===== src/pfe_pkg.sv =====
// Shared types, frame constants and the CRC-8 byte update for the pedal frame encoder.
`timescale 1ns / 1ps
`default_nettype none

package pfe_pkg;

  // Frame layout.
  localparam int unsigned FRAME_LEN = 12;
  localparam int unsigned IDX_W = $clog2(FRAME_LEN);

  localparam logic [7:0] FRAME_START = 8'h7B;
  localparam logic [7:0] FRAME_CMD   = 8'h01;
  localparam logic [7:0] FRAME_END   = 8'h7D;

  // CRC settings.
  localparam logic [7:0] CRC_RESET_POLY = 8'h8C;
  localparam logic [7:0] CRC_INIT       = 8'hFF;

  // Byte positions inside the frame.
  localparam logic [IDX_W-1:0] POS_START = IDX_W'(0);
  localparam logic [IDX_W-1:0] POS_CMD   = IDX_W'(1);
  localparam logic [IDX_W-1:0] POS_THR_L = IDX_W'(2);
  localparam logic [IDX_W-1:0] POS_THR_H = IDX_W'(3);
  localparam logic [IDX_W-1:0] POS_BRK_L = IDX_W'(4);
  localparam logic [IDX_W-1:0] POS_BRK_H = IDX_W'(5);
  localparam logic [IDX_W-1:0] POS_CLU_L = IDX_W'(6);
  localparam logic [IDX_W-1:0] POS_CLU_H = IDX_W'(7);
  localparam logic [IDX_W-1:0] POS_HBK_L = IDX_W'(8);
  localparam logic [IDX_W-1:0] POS_HBK_H = IDX_W'(9);
  localparam logic [IDX_W-1:0] POS_CRC   = IDX_W'(10);
  localparam logic [IDX_W-1:0] POS_END   = IDX_W'(11);

  // Default depth of the queue between the front and the back.
  localparam int unsigned QUEUE_DEPTH = 2;

  typedef struct packed {
    logic [15:0] throttle_value;
    logic [15:0] brake_value;
    logic [15:0] clutch_value;
    logic [15:0] handbrake_value;
  } pedal_in_t;

  typedef struct packed {
    logic [7:0] frame_byte;
    logic       last_byte;
  } frame_out_t;

  // One byte of a reflected CRC-8: XOR the byte in, then eight LSB-first shifts.
  function automatic logic [7:0] crc8_update(input logic [7:0] crc,
                                             input logic [7:0] data,
                                             input logic [7:0] poly);
    logic [7:0] c;
    c = crc ^ data;
    for (int k = 0; k < 8; k++) begin
      c = c[0] ? ((c >> 1) ^ poly) : (c >> 1);
    end
    return c;
  endfunction

endpackage

`default_nettype wire


===== src/pfe_queue.sv =====
// Small flip-flop queue that holds accepted pedal beats ahead of the frame serializer.
`timescale 1ns / 1ps
`default_nettype none

module pfe_queue
  import pfe_pkg::*;
#(
  parameter int unsigned Depth = QUEUE_DEPTH
) (
  input  wire logic      clk_i,
  input  wire logic      rst_ni,
  input  wire logic      push_valid_i,
  output logic           push_ready_o,
  input  wire pedal_in_t push_data_i,
  output logic           pop_valid_o,
  input  wire logic      pop_ready_i,
  output pedal_in_t      pop_data_o
);

  localparam int unsigned PtrW = (Depth > 1) ? $clog2(Depth) : 1;
  localparam int unsigned CntW = $clog2(Depth + 1);
  localparam logic [PtrW-1:0] PtrLast = PtrW'(Depth - 1);
  localparam logic [CntW-1:0] CntFull = CntW'(Depth);

  pedal_in_t       mem_q [Depth];
  logic [PtrW-1:0] wr_ptr_q, wr_ptr_d;
  logic [PtrW-1:0] rd_ptr_q, rd_ptr_d;
  logic [CntW-1:0] count_q, count_d;
  logic            push, pop;

  assign push_ready_o = (count_q != CntFull);
  assign pop_valid_o  = (count_q != '0);
  assign pop_data_o   = mem_q[rd_ptr_q];
  assign push         = push_valid_i && push_ready_o;
  assign pop          = pop_valid_o && pop_ready_i;

  always_comb begin
    wr_ptr_d = wr_ptr_q;
    rd_ptr_d = rd_ptr_q;
    count_d  = count_q;
    if (push) begin
      wr_ptr_d = (wr_ptr_q == PtrLast) ? '0 : wr_ptr_q + PtrW'(1);
    end
    if (pop) begin
      rd_ptr_d = (rd_ptr_q == PtrLast) ? '0 : rd_ptr_q + PtrW'(1);
    end
    if (push && !pop) begin
      count_d = count_q + CntW'(1);
    end else if (pop && !push) begin
      count_d = count_q - CntW'(1);
    end
  end

  always_ff @(posedge clk_i or negedge rst_ni) begin
    if (!rst_ni) begin
      wr_ptr_q <= '0;
      rd_ptr_q <= '0;
      count_q  <= '0;
    end else begin
      wr_ptr_q <= wr_ptr_d;
      rd_ptr_q <= rd_ptr_d;
      count_q  <= count_d;
    end
  end

  always_ff @(posedge clk_i) begin
    if (push) begin
      mem_q[wr_ptr_q] <= push_data_i;
    end
  end

  // The fill count never runs past the depth.
  assert property (@(posedge clk_i) disable iff (!rst_ni) count_q <= CntFull)
    else $error("queue count exceeds depth");

  // Pointers and count move together: equal pointers mean empty or full.
  assert property (@(posedge clk_i) disable iff (!rst_ni)
    (wr_ptr_q == rd_ptr_q) |-> (count_q == '0 || count_q == CntFull))
    else $error("queue pointers disagree with count");

  // A push without a pop grows the count by one.
  assert property (@(posedge clk_i) disable iff (!rst_ni)
    (push && !pop) |=> count_q == $past(count_q) + CntW'(1))
    else $error("queue count did not grow on push");

endmodule

`default_nettype wire


===== src/pfe_back.sv =====
// Frame serializer: walks one pedal beat through its twelve frame bytes and builds the CRC.
`timescale 1ns / 1ps
`default_nettype none

module pfe_back
  import pfe_pkg::*;
(
  input  wire logic       clk_i,
  input  wire logic       rst_ni,
  input  wire logic [7:0] poly_i,
  input  wire logic       item_valid_i,
  output logic            item_ready_o,
  input  wire pedal_in_t  item_i,
  output logic            out_valid_o,
  input  wire logic       out_ready_i,
  output frame_out_t      out_data_o
);

  logic [IDX_W-1:0] idx_q, idx_d;
  logic [7:0]       crc_q, crc_d;
  logic             out_valid_q, out_valid_d;
  frame_out_t       out_q, out_d;
  logic [7:0]       cur_byte;
  logic             load;

  // A new byte moves into the output register when it is empty or being drained.
  assign load         = item_valid_i && (!out_valid_q || out_ready_i);
  assign item_ready_o = load && (idx_q == POS_END);

  always_comb begin
    case (idx_q)
      POS_START: cur_byte = FRAME_START;
      POS_CMD:   cur_byte = FRAME_CMD;
      POS_THR_L: cur_byte = item_i.throttle_value[7:0];
      POS_THR_H: cur_byte = item_i.throttle_value[15:8];
      POS_BRK_L: cur_byte = item_i.brake_value[7:0];
      POS_BRK_H: cur_byte = item_i.brake_value[15:8];
      POS_CLU_L: cur_byte = item_i.clutch_value[7:0];
      POS_CLU_H: cur_byte = item_i.clutch_value[15:8];
      POS_HBK_L: cur_byte = item_i.handbrake_value[7:0];
      POS_HBK_H: cur_byte = item_i.handbrake_value[15:8];
      POS_CRC:   cur_byte = crc_q;
      POS_END:   cur_byte = FRAME_END;
      default:   cur_byte = '0;
    endcase
  end

  always_comb begin
    idx_d       = idx_q;
    crc_d       = crc_q;
    out_d       = out_q;
    out_valid_d = out_valid_q;
    if (out_valid_q && out_ready_i) begin
      out_valid_d = 1'b0;
    end
    if (load) begin
      idx_d            = (idx_q == POS_END) ? POS_START : idx_q + IDX_W'(1);
      out_d.frame_byte = cur_byte;
      out_d.last_byte  = (idx_q == POS_END);
      out_valid_d      = 1'b1;
      // The check covers the command byte and the eight pedal bytes.
      if (idx_q == POS_START) begin
        crc_d = CRC_INIT;
      end else if (idx_q < POS_CRC) begin
        crc_d = crc8_update(crc_q, cur_byte, poly_i);
      end
    end
  end

  always_ff @(posedge clk_i or negedge rst_ni) begin
    if (!rst_ni) begin
      idx_q       <= POS_START;
      out_valid_q <= 1'b0;
    end else begin
      idx_q       <= idx_d;
      out_valid_q <= out_valid_d;
    end
  end

  always_ff @(posedge clk_i) begin
    crc_q <= crc_d;
    out_q <= out_d;
  end

  assign out_valid_o = out_valid_q;
  assign out_data_o  = out_q;

  // The byte position never leaves the frame.
  assert property (@(posedge clk_i) disable iff (!rst_ni) idx_q <= POS_END)
    else $error("byte position out of frame");

  // A marked byte is always the end marker.
  assert property (@(posedge clk_i) disable iff (!rst_ni)
    (out_valid_q && out_q.last_byte) |-> out_q.frame_byte == FRAME_END)
    else $error("last byte is not the end marker");

  // Loading the first position puts the start byte on the output.
  assert property (@(posedge clk_i) disable iff (!rst_ni)
    (load && idx_q == POS_START) |=> (out_valid_q && out_q.frame_byte == FRAME_START))
    else $error("frame did not open with the start byte");

endmodule

`default_nettype wire


===== src/pedal_frame_encoder_crc8_unit.sv =====
// Top level of the pedal frame encoder: config register, input queue and frame serializer.
// Throughput: one frame byte per cycle while out_ready_i holds and a pedal beat waits,
// set by the serializer that emits the twelve bytes of a frame through a single output
// register. An accepted pedal beat is written into the queue, and its frame bytes then
// move in order through the output register.
// Reset (rst_ni, asynchronous, active low) empties the queue and the output register
// and sets the CRC polynomial to 0x8C.
`timescale 1ns / 1ps
`default_nettype none

module pedal_frame_encoder_crc8_unit
  import pfe_pkg::*;
#(
  parameter int unsigned QueueDepth = QUEUE_DEPTH
) (
  input  wire logic       clk_i,
  input  wire logic       rst_ni,
  // Pedal beats in.
  input  wire logic       in_valid_i,
  output logic            in_ready_o,
  input  wire pedal_in_t  in_data_i,
  // Frame bytes out, twelve per pedal beat.
  output logic            out_valid_o,
  input  wire logic       out_ready_i,
  output frame_out_t      out_data_o,
  // Polynomial write channel.
  input  wire logic       cfg_valid_i,
  output logic            cfg_ready_o,
  input  wire logic [7:0] cfg_data_i
);

  // The polynomial register is always writable. Writes must come only while the block is
  // idle (the block does not enforce it), so the serializer reads it with no shadow copy.
  logic [7:0] poly_q, poly_d;

  assign cfg_ready_o = 1'b1;
  assign poly_d      = (cfg_valid_i && cfg_ready_o) ? cfg_data_i : poly_q;

  always_ff @(posedge clk_i or negedge rst_ni) begin
    if (!rst_ni) begin
      poly_q <= CRC_RESET_POLY;
    end else begin
      poly_q <= poly_d;
    end
  end

  // Front side: accepted pedal beats wait in a short queue, so a new set of values can be
  // taken while the serializer is still busy with the previous frame.
  pedal_in_t q_data;
  logic      q_valid;
  logic      q_ready;

  pfe_queue #(
    .Depth(QueueDepth)
  ) u_queue (
    .clk_i       (clk_i),
    .rst_ni      (rst_ni),
    .push_valid_i(in_valid_i),
    .push_ready_o(in_ready_o),
    .push_data_i (in_data_i),
    .pop_valid_o (q_valid),
    .pop_ready_i (q_ready),
    .pop_data_o  (q_data)
  );

  // Back side: the head of the queue stays in place for the whole frame and is released
  // when its end byte moves into the output register.
  pfe_back u_back (
    .clk_i       (clk_i),
    .rst_ni      (rst_ni),
    .poly_i      (poly_q),
    .item_valid_i(q_valid),
    .item_ready_o(q_ready),
    .item_i      (q_data),
    .out_valid_o (out_valid_o),
    .out_ready_i (out_ready_i),
    .out_data_o  (out_data_o)
  );

endmodule

`default_nettype wire

===== config.mk =====
export PLATFORM = sky130hd
export DESIGN_NAME = pedal_frame_encoder_crc8_unit
export DESIGN_NICKNAME = d
export VERILOG_FILES = /design/src/pfe_pkg.sv /design/src/pfe_queue.sv /design/src/pfe_back.sv /design/src/pedal_frame_encoder_crc8_unit.sv
export SDC_FILE = /design/constraint.sdc
export NUM_CORES = 1
export LEC_CHECK = 0
export BUFFER_PORTS_ARGS = -buffer_cell sky130_fd_sc_hd__buf_2
export CORE_UTILIZATION = 40
export DETAILED_ROUTE_END_ITERATION = 16
export PLACE_DENSITY_LB_ADDON = 0.2
export SLEW_MARGIN = 20
export SYNTH_ARGS = -nofsm -noshare
export SYNTH_HDL_FRONTEND = slang
export SYNTH_SLANG_ARGS = --single-unit

===== constraint.sdc =====
create_clock -name clk_i -period 9.2 [get_ports clk_i]
set_clock_uncertainty 0.1 [all_clocks]
set_input_delay 0.46 -clock clk_i [delete_from_list [all_inputs] [get_ports clk_i]]
set_output_delay 0.46 -clock clk_i [all_outputs]
set_load 0.01 [all_outputs]

Yosys cells after proc, flatten, opt, wreduce, memory -nomap -nowiden
Memory sizes are Yosys's and may differ from the RTL's.
Index checks and enable logic that the tools add are counted.
{"block": "op_classes", "add_sub_neg": 5, "n_mul": 0, "n_div": 0, "magnitude_cmp": 1, "eq_ne": 12, "n_shift": 0, "muxes": 19, "bitwise": 9, "n_reduce_logical": 17}
{"cell": "one-hot mux 8 bit (12 select lines)", "count": 1}
{"cell": "2-to-1 mux 8 bit", "count": 9}
{"cell": "bitwise XOR 7 x 8 -> 8 bit", "count": 8}
{"cell": "== test 4 x 3 -> 1 bit (second input constant)", "count": 4}
{"cell": "== test 4 bit (second input constant)", "count": 4}
{"cell": "== test 4 x 2 -> 1 bit (second input constant)", "count": 2}
{"cell": "nonzero test 2 bit", "count": 4}
{"cell": "bitwise XOR 8 bit", "count": 1}
{"cell": "logical AND 1 bit", "count": 7}
{"cell": "2-to-1 mux 1 bit", "count": 6}
{"cell": "adder 4 x 1 -> 4 bit (second input constant)", "count": 1}
{"cell": "== test 4 x 1 -> 1 bit (second input constant)", "count": 1}
{"cell": "zero test 4 bit", "count": 1}
{"cell": "less-than comparator 4 bit (second input constant)", "count": 1}
{"cell": "2-to-1 mux 2 bit", "count": 2}
{"cell": "2-to-1 mux 4 bit", "count": 1}
{"cell": "zero test 1 bit", "count": 3}
{"cell": "adder 1 bit (second input constant)", "count": 2}
{"cell": "adder 2 x 1 -> 2 bit (second input constant)", "count": 1}
{"cell": "inequality test 2 bit (second input constant)", "count": 1}
{"cell": "AND reduction 2 bit", "count": 1}
{"cell": "subtractor 2 x 1 -> 2 bit (second input constant)", "count": 1}
{"cell": "logical OR 1 bit", "count": 1}
{"block": "totals", "regBits": 34, "latchBits": 0, "mem_bits_rw": 128, "mem_bits_ro": 0, "in_bits": 77, "out_inout_bits": 12, "wordCells": 73, "memories": 1}
{"memory": "u_queue.mem_q", "depth": 2, "width": 64, "rd": 1, "rd_clocked_by_memory_dff": 0, "write_ports": 1, "line_no": "pfe_queue.sv:25", "rtl": "pedal_in_t mem_q [Depth];"}

Longest topological paths before layout
Gate-level depths: netlist of the first run.
{"block": "depth", "ltp_word": 20, "ltp_mapped": 19, "depth_no_buf": 17}

By module
From an unflattened synthesis of the first run, not the netlist that was laid out.
{"block": "unflattened", "hier_cells": 668, "area_unflattened_um2": 8678.3}
{"mod": "pfe_queue", "n_inst": 1, "cells_per_inst": 217, "area_per_inst_um2": 5018.6, "seq_area_each_um2": 3943.8}
{"mod": "pfe_back", "n_inst": 1, "cells_per_inst": 432, "area_per_inst_um2": 3313.2, "seq_area_each_um2": 635.6}
{"mod": "pedal_frame_encoder_crc8_unit", "n_inst": 1, "cells_per_inst": 19, "area_per_inst_um2": 346.6, "seq_area_each_um2": 203.9}

Least setup slack after synthesis of the first run
No wires, ideal clock.
{"block": "synth_path", "kind": "register to register", "from": "register u_back.idx_q[0]", "to": "register u_back.crc_q[5] (data pin)", "setup_ps": 260, "arrival_ps": 4804, "required_time_ps": 8840, "path_slack_ps": 4036, "path_stages_with_launch": 18, "path_buffers": 1, "synth_period_minus_slack_ps": 5164, "cell_sequence": "dfrtp_1 > ha_1 > clkbuf_1 > a221oi_1 > a211oi_1 > or3_1 > or3_4 > nor2_4 > mux2i_2 > a2111o_1 > and4_1 > or4_4 > xnor2_4 > mux2_1 > a21oi_2 > nor3_1 > xnor2_1 > mux2_2"}
{"block": "synth_via", "elab_chain_len": 19, "elab_cells_between_ends": 31, "classes_between": "11 x eq/ne; 10 x mux; 9 x bitwise; 1 x reduce/logical"}
{"element": "start: declaration", "line_no": "pfe_back.sv:19", "rtl": "logic [IDX_W-1:0] idx_q, idx_d;"}
{"element": "start signal: assignment", "line_no": "pfe_back.sv:75", "rtl": "idx_q <= idx_d;"}
{"element": "== test 4 bit (tied with other cells)", "line_no": "pfe_back.sv:31", "rtl": "case (idx_q)"}
{"element": "one-hot mux 8 bit (12 select lines)", "line_no": "pfe_back.sv:31"}
{"element": "bitwise XOR 8 bit", "line_no": "pfe_pkg.sv:53", "rtl": "c = crc ^ data;"}
{"element": "bitwise XOR 7 x 8 -> 8 bit", "line_no": "pfe_pkg.sv:55", "rtl": "c = c[0] ? ((c >> 1) ^ poly) : (c >> 1);"}
{"element": "2-to-1 mux 8 bit", "line_no": "pfe_pkg.sv:55"}
{"element": "bitwise XOR 7 x 8 -> 8 bit", "line_no": "pfe_pkg.sv:55"}
{"element": "2-to-1 mux 8 bit", "line_no": "pfe_pkg.sv:55"}
{"element": "bitwise XOR 7 x 8 -> 8 bit", "line_no": "pfe_pkg.sv:55"}
{"element": "[... 3 more ...]"}
{"element": "bitwise XOR 7 x 8 -> 8 bit", "line_no": "pfe_pkg.sv:55"}
{"element": "2-to-1 mux 8 bit", "line_no": "pfe_pkg.sv:55"}
{"element": "2-to-1 mux 8 bit or bitwise XOR 7 x 8 -> 8 bit (tied branches)", "line_no": "pfe_pkg.sv:55"}
{"element": "bitwise XOR 7 x 8 -> 8 bit or 2-to-1 mux 8 bit (tied branches)", "line_no": "pfe_pkg.sv:55"}
{"element": "2-to-1 mux 8 bit or bitwise XOR 7 x 8 -> 8 bit (tied branches)", "line_no": "pfe_pkg.sv:55"}
{"element": "bitwise XOR 7 x 8 -> 8 bit or 2-to-1 mux 8 bit (tied branches)", "line_no": "pfe_pkg.sv:55"}
{"element": "2-to-1 mux 8 bit", "line_no": "pfe_pkg.sv:55"}
{"element": "2-to-1 mux 8 bit", "line_no": "pfe_back.sv:64", "rtl": "end else if (idx_q < POS_CRC) begin"}
{"element": "end signal: assignment", "line_no": "pfe_back.sv:81", "rtl": "crc_q <= crc_d;"}
{"element": "end: declaration", "line_no": "pfe_back.sv:20", "rtl": "logic [7:0] crc_q, crc_d;"}
Several ways; a longest one is shown, not always the timed one. The select of a mux whose other input is x is not followed.
A chain may end at the register's enable or synchronous reset.

Worst setup path in the final report of the first run
{"block": "layout_path", "from": "register u_queue.rd_ptr_q", "to": "register u_back.crc_q[5] (data pin)"}
{"block": "layout_via", "elab_chain_len": 19, "elab_cells_between_ends": 20, "classes_between": "10 x mux; 9 x bitwise; 1 x memory"}
{"element": "start: declaration", "line_no": "pfe_queue.sv:27", "rtl": "logic [PtrW-1:0] rd_ptr_q, rd_ptr_d;"}
{"element": "start signal: assignment", "line_no": "pfe_queue.sv:61", "rtl": "rd_ptr_q <= rd_ptr_d;"}
{"element": "memory read (2 x 64 bit) (*)"}
{"element": "one-hot mux 8 bit (12 select lines) (*)", "line_no": "pfe_back.sv:31"}
{"element": "bitwise XOR 8 bit (*)", "line_no": "pfe_pkg.sv:53"}
{"element": "bitwise XOR 7 x 8 -> 8 bit", "line_no": "pfe_pkg.sv:55"}
{"element": "2-to-1 mux 8 bit (*)", "line_no": "pfe_pkg.sv:55"}
{"element": "bitwise XOR 7 x 8 -> 8 bit", "line_no": "pfe_pkg.sv:55"}
{"element": "2-to-1 mux 8 bit (*)", "line_no": "pfe_pkg.sv:55"}
{"element": "bitwise XOR 7 x 8 -> 8 bit", "line_no": "pfe_pkg.sv:55"}
{"element": "[... 2 more ...]"}
{"element": "2-to-1 mux 8 bit (*)", "line_no": "pfe_pkg.sv:55"}
{"element": "bitwise XOR 7 x 8 -> 8 bit", "line_no": "pfe_pkg.sv:55"}
{"element": "2-to-1 mux 8 bit (*) (2 in series)", "line_no": "pfe_pkg.sv:55"}
{"element": "bitwise XOR 7 x 8 -> 8 bit or 2-to-1 mux 8 bit (tied branches)", "line_no": "pfe_pkg.sv:55"}
{"element": "2-to-1 mux 8 bit (*)", "line_no": "pfe_pkg.sv:55"}
{"element": "bitwise XOR 7 x 8 -> 8 bit or 2-to-1 mux 8 bit (tied branches)", "line_no": "pfe_pkg.sv:55"}
{"element": "2-to-1 mux 8 bit (*)", "line_no": "pfe_pkg.sv:55"}
{"element": "2-to-1 mux 8 bit (*)", "line_no": "pfe_back.sv:64"}
Every way passes the cells marked *; elsewhere a longest branch is shown, timed or not. The select of a mux whose other input is x is not followed.

==> run summary, run 1 <==
Ys Warns - 0
post-CTS setup buffers - 0
Tmin final - 6.73 ns
io pins - 89
final wirelength - 20500 um
Fin. Hold Viols - 0
Critical Path AT - 6.80 ns
H-tree levels - 4
CP required - 9.27 ns
DP HPWL - 14200 um
Tightest Pin Transition - 0.955 ns
Worst slew margin - 0.363
syn nets - 749
Die W - 146 um
largest net degree at the start of global routing - 65
number of global-route vias before repair - 5747
ys flop type - edfxtp_1
Crit. End Element - flip-flop
initial core utilization - 0.410
ANT cells - 0
WHS Path Cells - 1
Post-CTS Resized - 0
Synth Cell Area - 8350 um^2
CTS tree - done
CTS Root Cell - clkbuf_16
Max Cap Viol - 0
Core Rows - 52
Critical-path top delay cell - dfrtp_2
ys async rst share - 0.105
Routed WL per cell - 19.9 um
Die Ht - 146 um
Final #Nets - 827
#FFs+latches synth - 162
Total GRT Usage - 0.197
register area share after synthesis - 0.573
most used cell, CP - mux2i_1
post-DR vias/cell - 5.75
gr ovfl total - 0
Tcrit/Tclk final - 0.731
fmax - 149 MHz
initial antenna violation count - 0
unrepaired setup endpoints after global routing - no
Routed Antenna Nets - 0
Worst Slack Setup Final - 2.47 ns
Post-Place Worst Slack - 2.54 ns
critical path peak fanout - 37
Clock Latency Late Sink - 0.42 ns
Final setup viols - 0
Worst Setup Start Kind - flip-flop
Clock Pin Slew Worst Setup and Hold Paths - 0.07 ns
cell chain of the critical path - buf_4 > mux2i_1 > o22ai_1 > nor4_4 > a21oi_2 > nor2_1 > a2111oi_2 > o311ai_2 > nand2_1 > a32o_1 > a311oi_4 > xor3_1 > mux2i_1 > xnor2_1 > nand3_1 > mux2_2
DRC - 0
Yosys cell types - 83
Crit Path Class - reg2reg
most frequent cells in the layout - edfxtp_1, buf_2, nand2_1, mux2i_1, o21ai_0
CP peak stage delay - 0.98 ns
first-pass iteration count of the detailed router - 5
via count - 5910
initial drt markers - 548
port buffer count - 87
Post-Syn Area per Cell - 12.5 um^2
cells after synthesis - 667
number of synthesized flops with an enable pin - 145
CTS max path bufs - 2
share of cells above drive strength 1 - 0.210
CTS sink cnt - 162
max-slew violations - 0
post-route setup TNS - 0 ns
Hold Crit Class - in2reg
Syn-to-layout area delta - 14.2%
commonest non-fill, non-tap cell in the layout - edfxtp_1
status - complete, no violations
full die area - 21400 um^2
RD Place Congestion - 0.863
CTS buffer count - 17
Reg2Reg Depth - 16
global-route wire length before repair - 32200 um
placeable core area - 20400 um^2
## repair_timing
item / in CTS / in global routing
hold endpoints to repair: 14 / 0
hold buffers: 1 / 0
endpoints found under the setup margin: 0 / 0
## metrics by stage
step                 util  hold WS, ns  instance area [um^2]  std cells
detailed placement  0.441        0.327                  8970        995
CTS                 0.468        0.104                  9530       1028
floorplan               -       0.0644                  8350        667
global placement    0.441        0.316                  8970        995
global route        0.468        0.101                  9530       1028
finish              0.468        0.121                  9530       1028
## metal layers
layer / up-vias / routed length (um) / track usage
met5: - / 0 / 0
met4: 0 / 436 / 0.0755
met3: 34 / 977 / 0.0341
met2: 208 / 10100 / 0.324
met1: 2913 / 9000 / 0.260
li1: 2755 / - / -
## worst max-delay path: cells and delay by family, from the launching register on
kind / cells / cell delay (ns)
xor gates and xnor gates: 2 / 1.16
buffers and inverters: 1 / 0.40
DFF: 1 / 0.98
AOI/OAI and AO/OA: 6 / 1.76
muxes: 3 / 0.70
and+or+nand+nor: 4 / 1.34
## worst paths after layout
kind | slack, ns | endpoint | start
setup / recovery | 2.47 | u_back.crc_q[5] | u_queue.rd_ptr_q
hold / removal | 0.12 | u_queue.mem_q[1][43] | in_data_i[43]
setup reg to reg | 2.47 | u_back.crc_q[5] | u_queue.rd_ptr_q
hold reg to reg | 0.41 | u_back.out_valid_o | u_back.out_valid_o
max in group asynchronous | 8.25 | poly_q[7] | rst_ni
min in group asynchronous | 0.42 | u_queue.wr_ptr_q | rst_ni
## registers in the layout, indices dropped and copies added, names as in the netlist
register	count
u_queue.mem_q	128
u_back.out_data_o	9
poly_q	8
u_back.crc_q	8
u_back.idx_q	4
u_queue.count_q	2
u_back.out_valid_o	1
u_queue.rd_ptr_q	1
u_queue.wr_ptr_q	1
## synth_stat cells (all sizes together) (4+ instances only)
library cell  number  area share
dfrtp             14       0.042
xor2               8      0.0093
and3               4      0.0036
clkbuf            18      0.0081
inv               17      0.0076
or3                5      0.0043
ha                 5      0.0075
a21oi             33       0.021
buf               17       0.016
mux2i             52       0.063
nor3              10      0.0079
a32oi              5      0.0052
nand3b             8      0.0081
xnor2             21       0.024
nor2              31       0.016
o211ai             7      0.0063
a2111oi            8       0.011
a311oi             4      0.0063
nand3             23       0.014
edfxtp           145        0.52
xnor3              4       0.011
nand2             59       0.027
a221oi             7      0.0073
mux2               5      0.0067
o311a              6      0.0072
a22oi              9      0.0081
nand2b             7      0.0052
o21ai             47       0.028
a21o              12       0.011
o22ai             21       0.016
a211oi             7      0.0081
## kinds of logic after synthesis
logic type,synth area share
XOR/XNOR,0.0501
AO/OA/AOI/OAI,0.164
buffers and inverters,0.0319
AND/OR/NAND/NOR,0.104
other,0.000449
multiplexers,0.0696
adder cells (fa/ha/maj),0.00750
flip-flops,0.573
## final cells by class
cell class / instances / area, um^2
multi-input combinational: 453 / 3300
clock inverter: 14 / 120
fill: 1851 / 10800
clock buffer: 18 / 429
timing repair buffer: 94 / 490
tap: 270 / 338
inverter: 17 / 63.8
sequential: 162 / 4780
Power of run 1 is left out: the tool's default activity adds up to more than one toggle a clock period on the data nets, which glitch-free logic cannot reach.
==> inputs of run 2 (changes only) <==
==> constraint.sdc (replaced) <==
create_clock -name clk_i -period 7.05 [get_ports clk_i]
set_clock_uncertainty 0.1 [all_clocks]
set_input_delay 0.3525 -clock clk_i [delete_from_list [all_inputs] [get_ports clk_i]]
set_output_delay 0.3525 -clock clk_i [all_outputs]
set_load 0.01 [all_outputs]
==> run 2 against run 1 <==
- design area rose by 3.2%
- global-route usage rose by 0.44 points
- wire length rose by 2.5%
- critical endpoint unchanged
==> run summary, run 2 (synthesis gave the netlist of run 1 again) <==
Tcrit/Tclk final - 0.918
Hold Crit Class - in2reg
RD Place Congestion - 0.908
status - complete, no violations
first-pass iteration count of the detailed router - 6
H-tree levels - 4
commonest non-fill, non-tap cell in the layout - edfxtp_1
number of global-route vias before repair - 5954
fillcell total - 1806
gr ovfl total - 0
largest net degree at the start of global routing - 65
CTS max path bufs - 2
fmax - 155 MHz
CTS buffer count - 17
Syn-to-layout area delta - 17.9%
DRC - 0
ANT cells - 0
Highest Signal Layer - met4
CTS sink cnt - 162
CTS Root Cell - clkbuf_16
io pins - 89
startpoint of the worst hold path - in_data_i[36]
initial antenna violation count - 0
placeable core area - 20400 um^2
Die Ht - 146 um
Met2 Routed Length - 10500 um
Clock Latency Late Sink - 0.43 ns
Critical Path AT - 6.56 ns
Tmin final - 6.47 ns
Worst Setup Start Kind - flip-flop
initial drt markers - 611
share of cells above drive strength 1 - 0.211
post-route setup TNS - 0 ns
Routed WL per cell - 19.9 um
via count - 5982
Final setup viols - 0
Worst slew margin - 0.329
critical path peak fanout - 32
max FFs per register - 128
global-route wire length before repair - 32700 um
Max Cap Viol - 0
Total GRT Usage - 0.201
unrepaired setup endpoints after global routing - no
Final #Nets - 855
most frequent cells in the layout - edfxtp_1, buf_2, nand2_1, mux2i_1, o21ai_0
DP HPWL - 14700 um
Die W - 146 um
CP required - 7.14 ns
port buffer count - 87
Reg2Reg Depth - 16
Core Rows - 52
initial core utilization - 0.410
Fin. Hold Viols - 0
max-slew violations - 0
post-CTS setup buffers - 0
M1 WL - 8960 um
final wirelength - 21000 um
WHS Path Cells - 1
Routed Antenna Nets - 0
Clock Pin Slew Worst Setup and Hold Paths - 0.07 ns
post-DR vias/cell - 5.66
full die area - 21400 um^2
Tightest Pin Transition - 1.01 ns
CTS tree - done
reg2reg start - u_queue.rd_ptr_q
Crit Path Class - reg2reg
met3 WL - 1100 um
Crit. End Element - flip-flop
largest register by flop count - u_queue.mem_q
Setup crit start - u_queue.rd_ptr_q
run 2: worst paths after layout:
| path | to | slack (ns) |
|---|---|---|
| hold reg to reg | u_back.out_valid_o | 0.40 |
| min in group asynchronous | poly_q[6] | 0.31 |
| setup / recovery | u_back.crc_q[5] | 0.58 |
| setup reg to reg | u_back.crc_q[5] | 0.58 |
| hold / removal | u_queue.mem_q[1][36] | 0.01 |
| max in group asynchronous | poly_q[3] | 6.21 |
run 2: metrics by stage:
step	hold slack, ns	setup WS, ns	utilization	instances	cell area [um^2]
floorplan	-0.0431	1.89	-	667	8350
global placement	0.208	0.872	0.442	1000	9010
detailed placement	0.221	0.643	0.442	1000	9010
CTS	0.000219	0.649	0.480	1050	9780
global route	0.000387	0.0926	0.483	1056	9840
finish	0.0118	0.580	0.483	1056	9840
run 2: area by class of cell:
cell class / count / area [um^2] / share of cell area
flip-flops and latches: 162 / 4780 / 0.486
multi-input cells: 453 / 3300 / 0.336
inverters: 17 / 63.8 / 0.00649
clock inverters: 15 / 161 / 0.0164
well taps: 270 / 338 / 0.0343
repair buffers: 122 / 758 / 0.0771
clock buffers: 17 / 425 / 0.0433
run 2: worst max-delay path, cell delays in order, from the launching register on:
cell and delay [ns]:
dfrtp_2 0.85, buf_4 0.37, mux2i_1 0.21, o22ai_1 0.11, nor3_2 0.41, nand4_2 0.29
nand2_1 0.44, a221oi_1 0.20, a211oi_2 0.60, a221oi_1 0.16, or4_4 0.62, xor2_2 0.26
mux2i_1 0.26, xnor2_1 0.15, xnor2_1 0.72, nand3_1 0.16, mux2_2 0.29
run 2: metal layers:
metal	global-route usage	up-vias
li1	-	2797
met1	0.257	2937
met2	0.343	215
met3	0.0359	33
met4	0.0714	0
met5	0	-
run 2: repair_timing:
action,4_1_cts,5_1_grt
hold buffers,18,6
hold endpoints to repair,46,11
resized for setup,0,0
Power of run 2 is left out for the same reason.
